==> src/hw/rtl/bdt_pkg.sv <==
// ----------------------------------------------------------------------------
// bdt_pkg
// Shared widths, constants and helpers for the calendar-to-seconds pipeline.
// ----------------------------------------------------------------------------
package bdt_pkg;

    localparam int NUM_STAGES = 6;

    // field widths
    localparam int YS_W   = 10;
    localparam int MON_W  = 8;
    localparam int MDAY_W = 6;
    localparam int HOUR_W = 5;
    localparam int MIN_W  = 6;
    localparam int SEC_W  = 6;
    localparam int SECS_W = 36;

    // internal widths
    localparam int Q12_W   = 5;   // month index / 12, 0..21
    localparam int MOY_W   = 4;   // month of year, 0..11
    localparam int YA_W    = 11;  // years since 1900 after carry, 0..1044
    localparam int Q100_W  = 4;   // ya / 100, 0..10
    localparam int Q400_W  = 2;   // (ya + 300) / 400, 0..3
    localparam int QTR_W   = 9;   // (ya + 32) / 4
    localparam int Y365_W  = 19;  // ya * 365
    localparam int DBM_W   = 9;   // days before month, 0..334
    localparam int DAYS_W  = 20;  // signed day count
    localparam int TSEC_W  = 18;  // signed seconds within the day, dst applied
    localparam int DSEC_W  = 18;  // signed width holding 86400

    // divide by 12 as multiply by 171 then shift by 11 (exact for 8-bit input)
    localparam int DIV12_MUL   = 171;
    localparam int DIV12_SHIFT = 11;
    localparam int DIV12_PW    = MON_W + 8;
    // divide by 100 as multiply by 41 then shift by 12 (exact below 1099)
    localparam int DIV100_MUL   = 41;
    localparam int DIV100_SHIFT = 12;
    localparam int DIV100_PW    = YA_W + 6;

    localparam int MONTHS_PER_YEAR = 12;
    localparam int DAYS_PER_YEAR   = 365;
    localparam int YEARS_PER_CENT  = 100;
    localparam int MARCH           = 2;

    // floor((year-1968)/4) = ((ya+32)>>2) - 25 ; floor((year-1600)/400) from ya+300
    localparam int QTR_OFFSET  = 32;
    localparam int Q400_OFFSET = 300;
    localparam int QUAD_CENT_1 = 400;
    localparam int QUAD_CENT_2 = 800;
    localparam int QUAD_CENT_3 = 1200;

    // -(70*365) - 25 (leap bias) - 1 (day of month is one-based)
    localparam int DAYS_BIAS = 25576;

    localparam int SECS_PER_MIN  = 60;
    localparam int SECS_PER_HOUR = 3600;
    localparam int SECS_PER_DAY  = 86400;

    typedef struct packed {
        logic [NUM_STAGES-1:0] load;
    } pipe_ctrl_t;

    function automatic logic [DBM_W-1:0] days_before_month(input logic [MOY_W-1:0] moy);
        logic [DBM_W-1:0] d;
        case (moy)
            4'd0:    d = 9'd0;
            4'd1:    d = 9'd31;
            4'd2:    d = 9'd59;
            4'd3:    d = 9'd90;
            4'd4:    d = 9'd120;
            4'd5:    d = 9'd151;
            4'd6:    d = 9'd181;
            4'd7:    d = 9'd212;
            4'd8:    d = 9'd243;
            4'd9:    d = 9'd273;
            4'd10:   d = 9'd304;
            4'd11:   d = 9'd334;
            default: d = 9'd0;
        endcase
        return d;
    endfunction

endpackage

==> src/hw/rtl/bdt_ctrl.sv <==
// ----------------------------------------------------------------------------
// bdt_ctrl
// Valid bits and per-stage load enables; a stage moves when it is empty or
// the stage after it moves.
// ----------------------------------------------------------------------------
module bdt_ctrl
    import bdt_pkg::*;
(
    input  logic       clk,
    input  logic       rst_n,
    input  logic       req_valid,
    output logic       req_stall,
    output logic       res_valid,
    input  logic       res_stall,
    output pipe_ctrl_t ctrl
);

    logic [NUM_STAGES-1:0] valid_reg;
    logic [NUM_STAGES-1:0] valid_next;
    logic [NUM_STAGES-1:0] load;

    always_comb
    begin
        load[NUM_STAGES-1] = !valid_reg[NUM_STAGES-1] || !res_stall;
        for (int i = NUM_STAGES - 2; i >= 0; i--)
        begin
            load[i] = !valid_reg[i] || load[i+1];
        end
        valid_next[0] = req_valid;
        for (int i = 1; i < NUM_STAGES; i++)
        begin
            valid_next[i] = valid_reg[i-1];
        end
    end

    always_ff @(posedge clk or negedge rst_n)
    begin
        if (!rst_n)
        begin
            valid_reg <= '0;
        end
        else
        begin
            for (int i = 0; i < NUM_STAGES; i++)
            begin
                if (load[i])
                begin
                    valid_reg[i] <= valid_next[i];
                end
            end
        end
    end

    assign ctrl.load = load;
    assign req_stall = !load[0];
    assign res_valid = valid_reg[NUM_STAGES-1];

endmodule

==> src/hw/rtl/bdt_date.sv <==
// ----------------------------------------------------------------------------
// bdt_date
// Stages 1 to 4: month carry, leap corrections and day count; also the
// seconds within the day.
// ----------------------------------------------------------------------------
module bdt_date
    import bdt_pkg::*;
(
    input  logic                     clk,
    input  pipe_ctrl_t               ctrl,
    input  logic [YS_W-1:0]          years_since_1900,
    input  logic [MON_W-1:0]         month_index,
    input  logic [MDAY_W-1:0]        day_of_month,
    input  logic [HOUR_W-1:0]        hour_of_day,
    input  logic [MIN_W-1:0]         minute_of_hour,
    input  logic [SEC_W-1:0]         second_of_minute,
    input  logic                     daylight_flag,
    output logic signed [DAYS_W-1:0] days,
    output logic signed [TSEC_W-1:0] tsec
);

    // stage 1: month / 12
    logic [DIV12_PW-1:0] div12_prod;
    logic [Q12_W-1:0]    s1_q12_next;
    logic [Q12_W-1:0]    s1_q12_reg;
    logic [YS_W-1:0]     s1_ys_reg;
    logic [MON_W-1:0]    s1_mon_reg;
    logic [MDAY_W-1:0]   s1_mday_reg;
    logic [HOUR_W-1:0]   s1_hour_reg;
    logic [MIN_W-1:0]    s1_min_reg;
    logic [SEC_W-1:0]    s1_sec_reg;
    logic                s1_dst_reg;

    assign div12_prod  = DIV12_PW'(month_index) * DIV12_PW'(DIV12_MUL);
    assign s1_q12_next = Q12_W'(div12_prod >> DIV12_SHIFT);

    always_ff @(posedge clk)
    begin
        if (ctrl.load[0])
        begin
            s1_q12_reg  <= s1_q12_next;
            s1_ys_reg   <= years_since_1900;
            s1_mon_reg  <= month_index;
            s1_mday_reg <= day_of_month;
            s1_hour_reg <= hour_of_day;
            s1_min_reg  <= minute_of_hour;
            s1_sec_reg  <= second_of_minute;
            s1_dst_reg  <= daylight_flag;
        end
    end

    // stage 2: carried year, month of year, time of day
    logic [YA_W-1:0]   s2_ya_next;
    logic [MOY_W-1:0]  s2_moy_next;
    logic [TSEC_W-1:0] s2_tsec_next;
    logic [YA_W-1:0]   s2_ya_reg;
    logic [MOY_W-1:0]  s2_moy_reg;
    logic [MDAY_W-1:0] s2_mday_reg;
    logic [TSEC_W-1:0] s2_tsec_reg;

    assign s2_ya_next  = YA_W'(s1_ys_reg) + YA_W'(s1_q12_reg);
    assign s2_moy_next = MOY_W'(s1_mon_reg - MON_W'(s1_q12_reg) * MON_W'(MONTHS_PER_YEAR));
    assign s2_tsec_next = TSEC_W'(s1_hour_reg) * TSEC_W'(SECS_PER_HOUR)
                        + TSEC_W'(s1_min_reg) * TSEC_W'(SECS_PER_MIN)
                        + TSEC_W'(s1_sec_reg)
                        - (s1_dst_reg ? TSEC_W'(SECS_PER_HOUR) : TSEC_W'(0));

    always_ff @(posedge clk)
    begin
        if (ctrl.load[1])
        begin
            s2_ya_reg   <= s2_ya_next;
            s2_moy_reg  <= s2_moy_next;
            s2_mday_reg <= s1_mday_reg;
            s2_tsec_reg <= s2_tsec_next;
        end
    end

    // stage 3: year terms and century quotients
    logic [DIV100_PW-1:0] div100_prod;
    logic [YA_W-1:0]      q400_arg;
    logic [YA_W-1:0]      qtr_arg;
    logic [Q100_W-1:0]    s3_q100_next;
    logic [Q400_W-1:0]    s3_q400_next;
    logic                 s3_quad_next;
    logic [Y365_W-1:0]    s3_y365_reg;
    logic [QTR_W-1:0]     s3_qtr_reg;
    logic [Q100_W-1:0]    s3_q100_reg;
    logic [Q400_W-1:0]    s3_q400_reg;
    logic                 s3_quad_reg;
    logic [DBM_W-1:0]     s3_dbm_reg;
    logic                 s3_janfeb_reg;
    logic [YA_W-1:0]      s3_ya_reg;
    logic [MDAY_W-1:0]    s3_mday_reg;
    logic [TSEC_W-1:0]    s3_tsec_reg;

    assign div100_prod  = DIV100_PW'(s2_ya_reg) * DIV100_PW'(DIV100_MUL);
    assign s3_q100_next = Q100_W'(div100_prod >> DIV100_SHIFT);
    assign q400_arg     = s2_ya_reg + YA_W'(Q400_OFFSET);
    assign qtr_arg      = s2_ya_reg + YA_W'(QTR_OFFSET);
    assign s3_q400_next = Q400_W'(q400_arg >= YA_W'(QUAD_CENT_1))
                        + Q400_W'(q400_arg >= YA_W'(QUAD_CENT_2))
                        + Q400_W'(q400_arg >= YA_W'(QUAD_CENT_3));
    // year divisible by 400
    assign s3_quad_next = (q400_arg == YA_W'(QUAD_CENT_1)) ||
                          (q400_arg == YA_W'(QUAD_CENT_2)) ||
                          (q400_arg == YA_W'(QUAD_CENT_3));

    always_ff @(posedge clk)
    begin
        if (ctrl.load[2])
        begin
            s3_y365_reg   <= Y365_W'(s2_ya_reg) * Y365_W'(DAYS_PER_YEAR);
            s3_qtr_reg    <= QTR_W'(qtr_arg >> 2);
            s3_q100_reg   <= s3_q100_next;
            s3_q400_reg   <= s3_q400_next;
            s3_quad_reg   <= s3_quad_next;
            s3_dbm_reg    <= days_before_month(s2_moy_reg);
            s3_janfeb_reg <= s2_moy_reg < MOY_W'(MARCH);
            s3_ya_reg     <= s2_ya_reg;
            s3_mday_reg   <= s2_mday_reg;
            s3_tsec_reg   <= s2_tsec_reg;
        end
    end

    // stage 4: leap test and day sum
    logic              cent_exact;
    logic              leap_year;
    logic [DAYS_W-1:0] s4_days_next;
    logic [DAYS_W-1:0] s4_days_reg;
    logic [TSEC_W-1:0] s4_tsec_reg;

    assign cent_exact = s3_ya_reg == YA_W'(s3_q100_reg) * YA_W'(YEARS_PER_CENT);
    assign leap_year  = (s3_ya_reg[1:0] == 2'b00) && (!cent_exact || s3_quad_reg);

    assign s4_days_next = DAYS_W'(s3_y365_reg) + DAYS_W'(s3_dbm_reg)
                        + DAYS_W'(s3_qtr_reg) - DAYS_W'(s3_q100_reg)
                        + DAYS_W'(s3_q400_reg) + DAYS_W'(s3_mday_reg)
                        - DAYS_W'(leap_year && s3_janfeb_reg)
                        - DAYS_W'(DAYS_BIAS);

    always_ff @(posedge clk)
    begin
        if (ctrl.load[3])
        begin
            s4_days_reg <= s4_days_next;
            s4_tsec_reg <= s3_tsec_reg;
        end
    end

    assign days = $signed(s4_days_reg);
    assign tsec = $signed(s4_tsec_reg);

endmodule

==> src/hw/rtl/bdt_scale.sv <==
// ----------------------------------------------------------------------------
// bdt_scale
// Stages 5 and 6: days to seconds, then add the time of day.
// ----------------------------------------------------------------------------
module bdt_scale
    import bdt_pkg::*;
(
    input  logic                     clk,
    input  pipe_ctrl_t               ctrl,
    input  logic signed [DAYS_W-1:0] days,
    input  logic signed [TSEC_W-1:0] tsec,
    output logic signed [SECS_W-1:0] epoch_seconds
);

    localparam logic signed [DSEC_W-1:0] DAY_SECS = DSEC_W'(SECS_PER_DAY);

    logic signed [DAYS_W+DSEC_W-1:0] full_prod;
    logic signed [SECS_W-1:0]        s5_prod_reg;
    logic signed [TSEC_W-1:0]        s5_tsec_reg;
    logic signed [SECS_W-1:0]        s6_secs_reg;

    assign full_prod = days * DAY_SECS;

    always_ff @(posedge clk)
    begin
        if (ctrl.load[4])
        begin
            s5_prod_reg <= full_prod[SECS_W-1:0];
            s5_tsec_reg <= tsec;
        end
    end

    always_ff @(posedge clk)
    begin
        if (ctrl.load[5])
        begin
            s6_secs_reg <= s5_prod_reg + SECS_W'(s5_tsec_reg);
        end
    end

    assign epoch_seconds = s6_secs_reg;

endmodule

==> src/hw/rtl/broken_down_time_to_epoch_seconds_unit.sv <==
// ----------------------------------------------------------------------------
// broken_down_time_to_epoch_seconds_unit
// UTC broken-down calendar time to signed seconds since 1970-01-01.
// ----------------------------------------------------------------------------
// Usage:
//   Request channel: req_valid / req_stall with one calendar time per
//   request (years since 1900, month index, day, hour, minute, second,
//   daylight flag). Result channel: res_valid / res_stall with one
//   36-bit signed epoch_seconds per request, in request order.
//   Throughput: one request per cycle unless stalled; six register stages,
//   the limit set by the days-to-seconds multiplier and the day-sum adder.
//   Month indices of 12 or more carry into the year; day, hour, minute and
//   second add linearly; years before 1970 use floor leap corrections.
//   Reset (rst_n low, asynchronous) empties the pipe: all valid bits clear.
//   When res_stall is high the result holds; stages fill up behind it and
//   req_stall rises only once every stage is occupied. Nothing is dropped.
// ----------------------------------------------------------------------------
module broken_down_time_to_epoch_seconds_unit
    import bdt_pkg::*;
(
    input  logic                     clk,
    input  logic                     rst_n,
    input  logic                     req_valid,
    output logic                     req_stall,
    input  logic [YS_W-1:0]          years_since_1900,
    input  logic [MON_W-1:0]         month_index,
    input  logic [MDAY_W-1:0]        day_of_month,
    input  logic [HOUR_W-1:0]        hour_of_day,
    input  logic [MIN_W-1:0]         minute_of_hour,
    input  logic [SEC_W-1:0]         second_of_minute,
    input  logic                     daylight_flag,
    output logic                     res_valid,
    input  logic                     res_stall,
    output logic signed [SECS_W-1:0] epoch_seconds
);

    pipe_ctrl_t               ctrl;
    logic signed [DAYS_W-1:0] days;
    logic signed [TSEC_W-1:0] tsec;

    // valid chain and stage enables
    bdt_ctrl u_ctrl (
        .clk       (clk),
        .rst_n     (rst_n),
        .req_valid (req_valid),
        .req_stall (req_stall),
        .res_valid (res_valid),
        .res_stall (res_stall),
        .ctrl      (ctrl)
    );

    // stages 1-4: day count and time of day
    bdt_date u_date (
        .clk              (clk),
        .ctrl             (ctrl),
        .years_since_1900 (years_since_1900),
        .month_index      (month_index),
        .day_of_month     (day_of_month),
        .hour_of_day      (hour_of_day),
        .minute_of_hour   (minute_of_hour),
        .second_of_minute (second_of_minute),
        .daylight_flag    (daylight_flag),
        .days             (days),
        .tsec             (tsec)
    );

    // stages 5-6: scale and sum
    bdt_scale u_scale (
        .clk           (clk),
        .ctrl          (ctrl),
        .days          (days),
        .tsec          (tsec),
        .epoch_seconds (epoch_seconds)
    );

endmodule

==> config.mk <==
export PLATFORM = sky130hd
export DESIGN_NAME = broken_down_time_to_epoch_seconds_unit
export DESIGN_NICKNAME = d
export VERILOG_FILES = /design/src/hw/rtl/bdt_pkg.sv /design/src/hw/rtl/bdt_ctrl.sv /design/src/hw/rtl/bdt_date.sv /design/src/hw/rtl/bdt_scale.sv /design/src/hw/rtl/broken_down_time_to_epoch_seconds_unit.sv
export SDC_FILE = /design/constraint.sdc
export NUM_CORES = 1
export LEC_CHECK = 0
export BUFFER_PORTS_ARGS = -buffer_cell sky130_fd_sc_hd__buf_2
export CORE_MARGIN = 3
export CORE_UTILIZATION = 47
export DETAILED_ROUTE_END_ITERATION = 8
export PLACE_DENSITY_LB_ADDON = 0.25
export SLEW_MARGIN = 15
export SYNTH_ARGS = -nofsm -noshare
export SYNTH_HDL_FRONTEND = slang
export SYNTH_SLANG_ARGS = --single-unit
==> constraint.sdc <==
create_clock -name clk -period 8.7 [get_ports clk]
set_input_delay 1.74 -clock clk [delete_from_list [all_inputs] [get_ports clk]]
set_output_delay 1.74 -clock clk [all_outputs]
set_load 0.005 [all_outputs]
Yosys cells after proc, flatten, opt, wreduce, memory -nomap -nowiden. Memory sizes are Yosys's and may differ from the RTL's. A register that Yosys moved wholly into a read port is not among the register bits. Cells that the tools add are included.

Input bits: 46. Output and inout bits: 38. Bits in read-only memories: 144. Memories: 1. Logic and storage cells: 88. Register bits after elaboration: 280.

Memory list: (no name shown) (depth 16, bits a word 9, read ports 1, clocked after memory_dff 1, write ports 0, RTL line bdt_pkg.sv:65) `case (moy)`.

Equal/unequal tests: 4. Reduce and logical (&&, ||, !) cells: 21. $add $sub $neg: 17. $lt $le $gt $ge: 4. Multiplexer cells: 1. $mul: 8.

Operators by type and width (count): adder 36 x 18 -> 36 bit (1); multiplier 20 x 11 -> 29 bit (second input constant) (1); adder 19 x 9 -> 20 bit (1); adder 20 x 2 -> 20 bit (1); adder 20 x 6 -> 20 bit (1); adder 20 x 9 -> 20 bit (1); subtractor 20 x 1 -> 20 bit (1); subtractor 20 x 15 -> 20 bit (second input constant) (1); subtractor 20 x 4 -> 20 bit (1); multiplier 11 x 9 -> 19 bit (second input constant) (1); adder 17 x 12 -> 18 bit (1); adder 18 x 6 -> 18 bit (1); subtractor 18 bit (1); multiplier 11 x 6 -> 16 bit (second input constant) (1); multiplier 8 x 8 -> 16 bit (second input constant) (1); multiplier 5 x 8 -> 13 bit (second input constant) (1); 2-to-1 mux 12 bit (1); adder 10 x 5 -> 11 bit (1); adder 11 x 6 -> 11 bit (second input constant) (1); adder 11 x 9 -> 11 bit (second input constant) (1); equality test 11 x 10 -> 1 bit (second input constant) (1); equality test 11 bit (1); equality test 11 bit (second input constant) (1); equality test 11 x 9 -> 1 bit (second input constant) (1); 14 further kinds (31).

Longest topological paths before layout.
Word-level depth: 8. Gate-level depth with buffers: 27.

Hierarchy. From an unflattened synthesis, not the netlist that was laid out.

Cells, all modules: 1933. Area, all modules: 22332.7 µm².

By module, submodules not included: bdt_date (area an instance 14340.0 µm², instances 1, cells each 1184); bdt_scale (area an instance 7749.9 µm², instances 1, cells each 728); bdt_ctrl (area an instance 242.7 µm², instances 1, cells each 21).

Worst setup path after synthesis. Ideal clock, no wire load.

Path kind: register to register. From: reg u_date.s3_q100_reg[0]. To: reg u_date.s4_days_reg[19], in the netlist u_date.days[19] (data pin). Setup slack: 2.527 ns. Stages on the path, launching flop included: 24. Data arrival time: 5.915 ns. Buffers on the path: 0. Data required time: 8.442 ns. Setup time: 0.258 ns. Period minus slack after synthesis: 6.173 ns. Cell sequence: edfxtp_1 > ha_1 > ha_1 > fa_1 > xnor2_1 > nand3_1 > or3_1 > o311ai_0 > fa_1 > inv_1 > fa_1 > fa_1 > fa_1 > inv_1 > ha_1 > fa_1 > a211oi_1 > o21ai_0 > a21oi_1 > o22ai_1 > a211oi_1 > o21ai_0 > a21oi_1 > xnor2_1.

Cells in the longest elaborated chain, start to end: 8. Elaborated cells on any way between the ends: 11.

RTL lines: from (decl) (RTL line bdt_date.sv:88) `logic [Q100_W-1:0] s3_q100_reg;`; from (signal assigned) (RTL line bdt_date.sv:115) `s3_q100_reg <= s3_q100_next;`; parallel branches: the longest is 6 deep, another holds subtractor 20 x 4 -> 20 bit; subtractor 20 x 1 -> 20 bit (*) (RTL line bdt_date.sv:139) `- DAYS_W'(leap_year && s3_janfeb_reg)`; subtractor 20 x 15 -> 20 bit (*) (RTL line bdt_date.sv:140) `- DAYS_W'(DAYS_BIAS);`; named net u_date.s4_days_next[19] (RTL line bdt_date.sv:129) `logic [DAYS_W-1:0] s4_days_next;`; to (signal assigned) (RTL line bdt_date.sv:146) `s4_days_reg <= s4_days_next;`; to (decl) (RTL line bdt_date.sv:130) `logic [DAYS_W-1:0] s4_days_reg;`.

Mark *: on every way through the listed nets, which the timed path passes. A chain may end at the register's enable or synchronous reset.

Final worst setup path. Same ends and word-level chain as after synthesis.

==> out/qor.txt <==
Mapped Nets = 2504
RSZ-0062 raised after global routing = no
Maximum fanout along the worst path = 4
TritonCTS clock tree = built
Launch instance of the worst min-delay path = u_date.tsec[17]
H-tree level count = 1
Number of enable-type register cells in the synthesized netlist = 278
Chip width = 224 um
Drt first-iter violations = 543
Ratio of routed vias to standard cells = 5.06
Largest clock skew in the final design = 0.0241 ns
Fraction of final layout cells with drive strength greater than 1 = 7.99%
Wire length per cell after detailed routing = 14.2 um
Number of max-cap violations = 0
Initial antenna violation count = 1
Die Footprint = 0.0500 sq mm
# rows = 79
Setup repair bufs after CTS = 0
Max-slew violation count = 0
Slew headroom = 35.5%
Number of failing hold endpoints at the final stage = 0
Flip-flop and latch count after synthesis = 284
Total via count after detailed routing = 13600
Cell type contributing the most total cell area after synthesis = sky130_fd_sc_hd__edfxtp_1
Diodes inserted = 0
Post-detailed-route count of antenna-violating nets = 0
Gr usage total = 15.9%
Post-synthesis cell type count = 70
Port Buf Inserts = 83
Number of top-level design ports = 84
Count of TritonRoute iterations in the first routing pass = 6
Worst setup path class = flop to flop
Remaining global-route overflow = 0
Count of hold buffers inserted by post-cts repair = 0
Type of the worst min-delay path = flop to flop
First-pass GRT wire length = 66.5 mm
Number of CTS-inserted buffers = 31
Arrival time of the worst setup path = 7.00 ns
Result of the run = complete, no violations
Critical path capture point type = flop
Flip-flop cell with the highest count after synthesis = sky130_fd_sc_hd__edfxtp_1
Area Growth Syn to Fin = 9.81%
Number of flip-flops in the largest register = 36
Most repeated cell in the gate-level netlist after synthesis = sky130_fd_sc_hd__inv_1
DP HPWL = 31.4 mm
Type of element launching the critical path = flop
Share of the yosys chip area belonging to registers = 38.2%
Ys Warns = 0
Number of setup violations in the final report = 0
Area of the core region = 0.0467 sq mm
Largest cells by area after synthesis = sky130_fd_sc_hd__edfxtp_1, sky130_fd_sc_hd__ha_1, sky130_fd_sc_hd__fa_1
Via count of the first global-routing pass = 14200
Maximum number of pins on one net before global-route repair = 76
Number of clock sinks = 284
Commonest cells post-synth = sky130_fd_sc_hd__inv_1, sky130_fd_sc_hd__ha_1, sky130_fd_sc_hd__edfxtp_1
Skew-Pair Late Insertion Delay = 0.59 ns
Synth Instances = 1947
Source of the critical timing path = u_date.s3_q100_reg[0]
Req. time, crit path = 9.03 ns
Library cell used as clock root buffer = sky130_fd_sc_hd__clkbuf_16
Average cell area after synthesis = 11.4 sq um
Initial Utilization = 47.7%
Final weighted congestion in routability-driven placement = 0.877
FMAX = 150 MHz
CTS-repair resized insts = 0
Period Utilization, post-route = 76.7%
Clk buf depth = 3
Sum of negative setup slack = 0 ns
Shortest clock period the worst path allows after layout = 6.67 ns
Post-Route WL = 38.2 mm
Async set-or-reset flop fraction in the synthesized netlist = 2.11%
Worst-margin pin slew = 0.965 ns
Portion of synthesized cell area occupied by the leading cell type = 37.5%
Clock slew at the register clock pins of the worst setup and hold paths = 0.06 ns
Overall die height = 224 um
Combined area of all synthesized cells = 0.0223 sq mm
Number of nets in the layout = 2609
DRC Markers = 0
Startpoint of the most critical register-to-register path = u_date.s3_q100_reg[0]
critical path, stage by stage (launching register included):
cell	delay [ns]
sky130_fd_sc_hd__edfxtp_1	0.46
sky130_fd_sc_hd__ha_1	0.33
sky130_fd_sc_hd__ha_1	0.23
sky130_fd_sc_hd__fa_1	0.51
sky130_fd_sc_hd__xnor2_1	0.12
sky130_fd_sc_hd__nand3_1	0.09
sky130_fd_sc_hd__or3_1	0.35
sky130_fd_sc_hd__o311ai_0	0.40
sky130_fd_sc_hd__fa_1	0.48
sky130_fd_sc_hd__inv_1	0.08
sky130_fd_sc_hd__fa_1	0.19
sky130_fd_sc_hd__fa_1	0.44
sky130_fd_sc_hd__fa_1	0.51
sky130_fd_sc_hd__inv_1	0.04
sky130_fd_sc_hd__ha_1	0.21
sky130_fd_sc_hd__fa_1	0.43
sky130_fd_sc_hd__a211oi_1	0.27
sky130_fd_sc_hd__o21ai_0	0.17
sky130_fd_sc_hd__a21oi_1	0.25
sky130_fd_sc_hd__o22ai_1	0.12
sky130_fd_sc_hd__a211oi_1	0.30
sky130_fd_sc_hd__o21ai_0	0.15
sky130_fd_sc_hd__a21oi_1	0.18
sky130_fd_sc_hd__xnor2_1	0.09
cell usage in the layout (no fill, tap or decap), drive strengths merged, types with 16 or more instances in the layout:
cell type / n
inv: 396
ha: 365
edfxtp: 278
fa: 146
a21oi: 114
xnor2: 99
buf: 88
nor2: 73
o21ai: 66
nand2: 61
a21o: 53
xor2: 39
clkbuf: 31
nand3: 26
nor3: 19
clkinv: 19
nand4: 16
o21a: 16
layer usage:
layer	vias to the layer above	track usage (%)	wire length, um
li1	6912	-	-
met1	6408	20.0	16900
met2	207	28.8	19000
met3	61	2.14	1170
met4	2	4.48	1090
met5	-	0	13
worst paths after layout:
path	slack, ns	depth (start not counted)	to
max	2.03	23	u_date.days[19]
min	0.41	0	u_scale.s5_tsec_reg[17]
min in group asynchronous	0.97	1	u_ctrl.valid_reg[1]
max in group asynchronous	7.58	1	u_ctrl.valid_reg[0]
min reg2reg	0.41	0	u_scale.s5_tsec_reg[17]
max reg2reg	2.03	23	u_date.days[19]
logic make-up (layout without fill, tap and decap cells):
kind of cell / count (synthesis) / in the layout / share of synthesized area (%)
AO/OA/AOI/OAI: 335 / 335 / 9.86
XOR/XNOR: 138 / 138 / 5.43
adder cells (fa/ha/maj): 511 / 511 / 33.6
buffers and inverters: 410 / 540 / 6.91
flip-flops: 284 / 284 / 38.2
multiplexers: 6 / 6 / 0.281
AND/OR/NAND/NOR: 263 / 263 / 5.74
layout make-up:
| type | count | area (sq um) |
|---|---|---|
| inverters | 394 | 1480 |
| clock inverters | 27 | 251 |
| flip-flops and latches | 284 | 8500 |
| repair buffers | 88 | 453 |
| multi-input cells | 1253 | 12200 |
| fillers | 4119 | 22200 |
| well taps | 607 | 759 |
| clock buffers | 31 | 776 |
through the flow:
stage,std cells,area (sq um),util [%],setup WS [ns],hold slack [ns]
global placement,2626,23400,50.2,2.06,0.402
CTS,2684,24500,52.4,1.98,0.409
finish,2684,24500,52.4,2.03,0.413
detailed placement,2626,23400,50.2,1.99,0.405
floorplan,1947,22300,-,2.53,0.400
global route,2684,24500,52.4,1.51,0.403
Power is left out: the tool's default activity adds up to more than one toggle a clock period on the data nets, which glitch-free logic cannot reach.
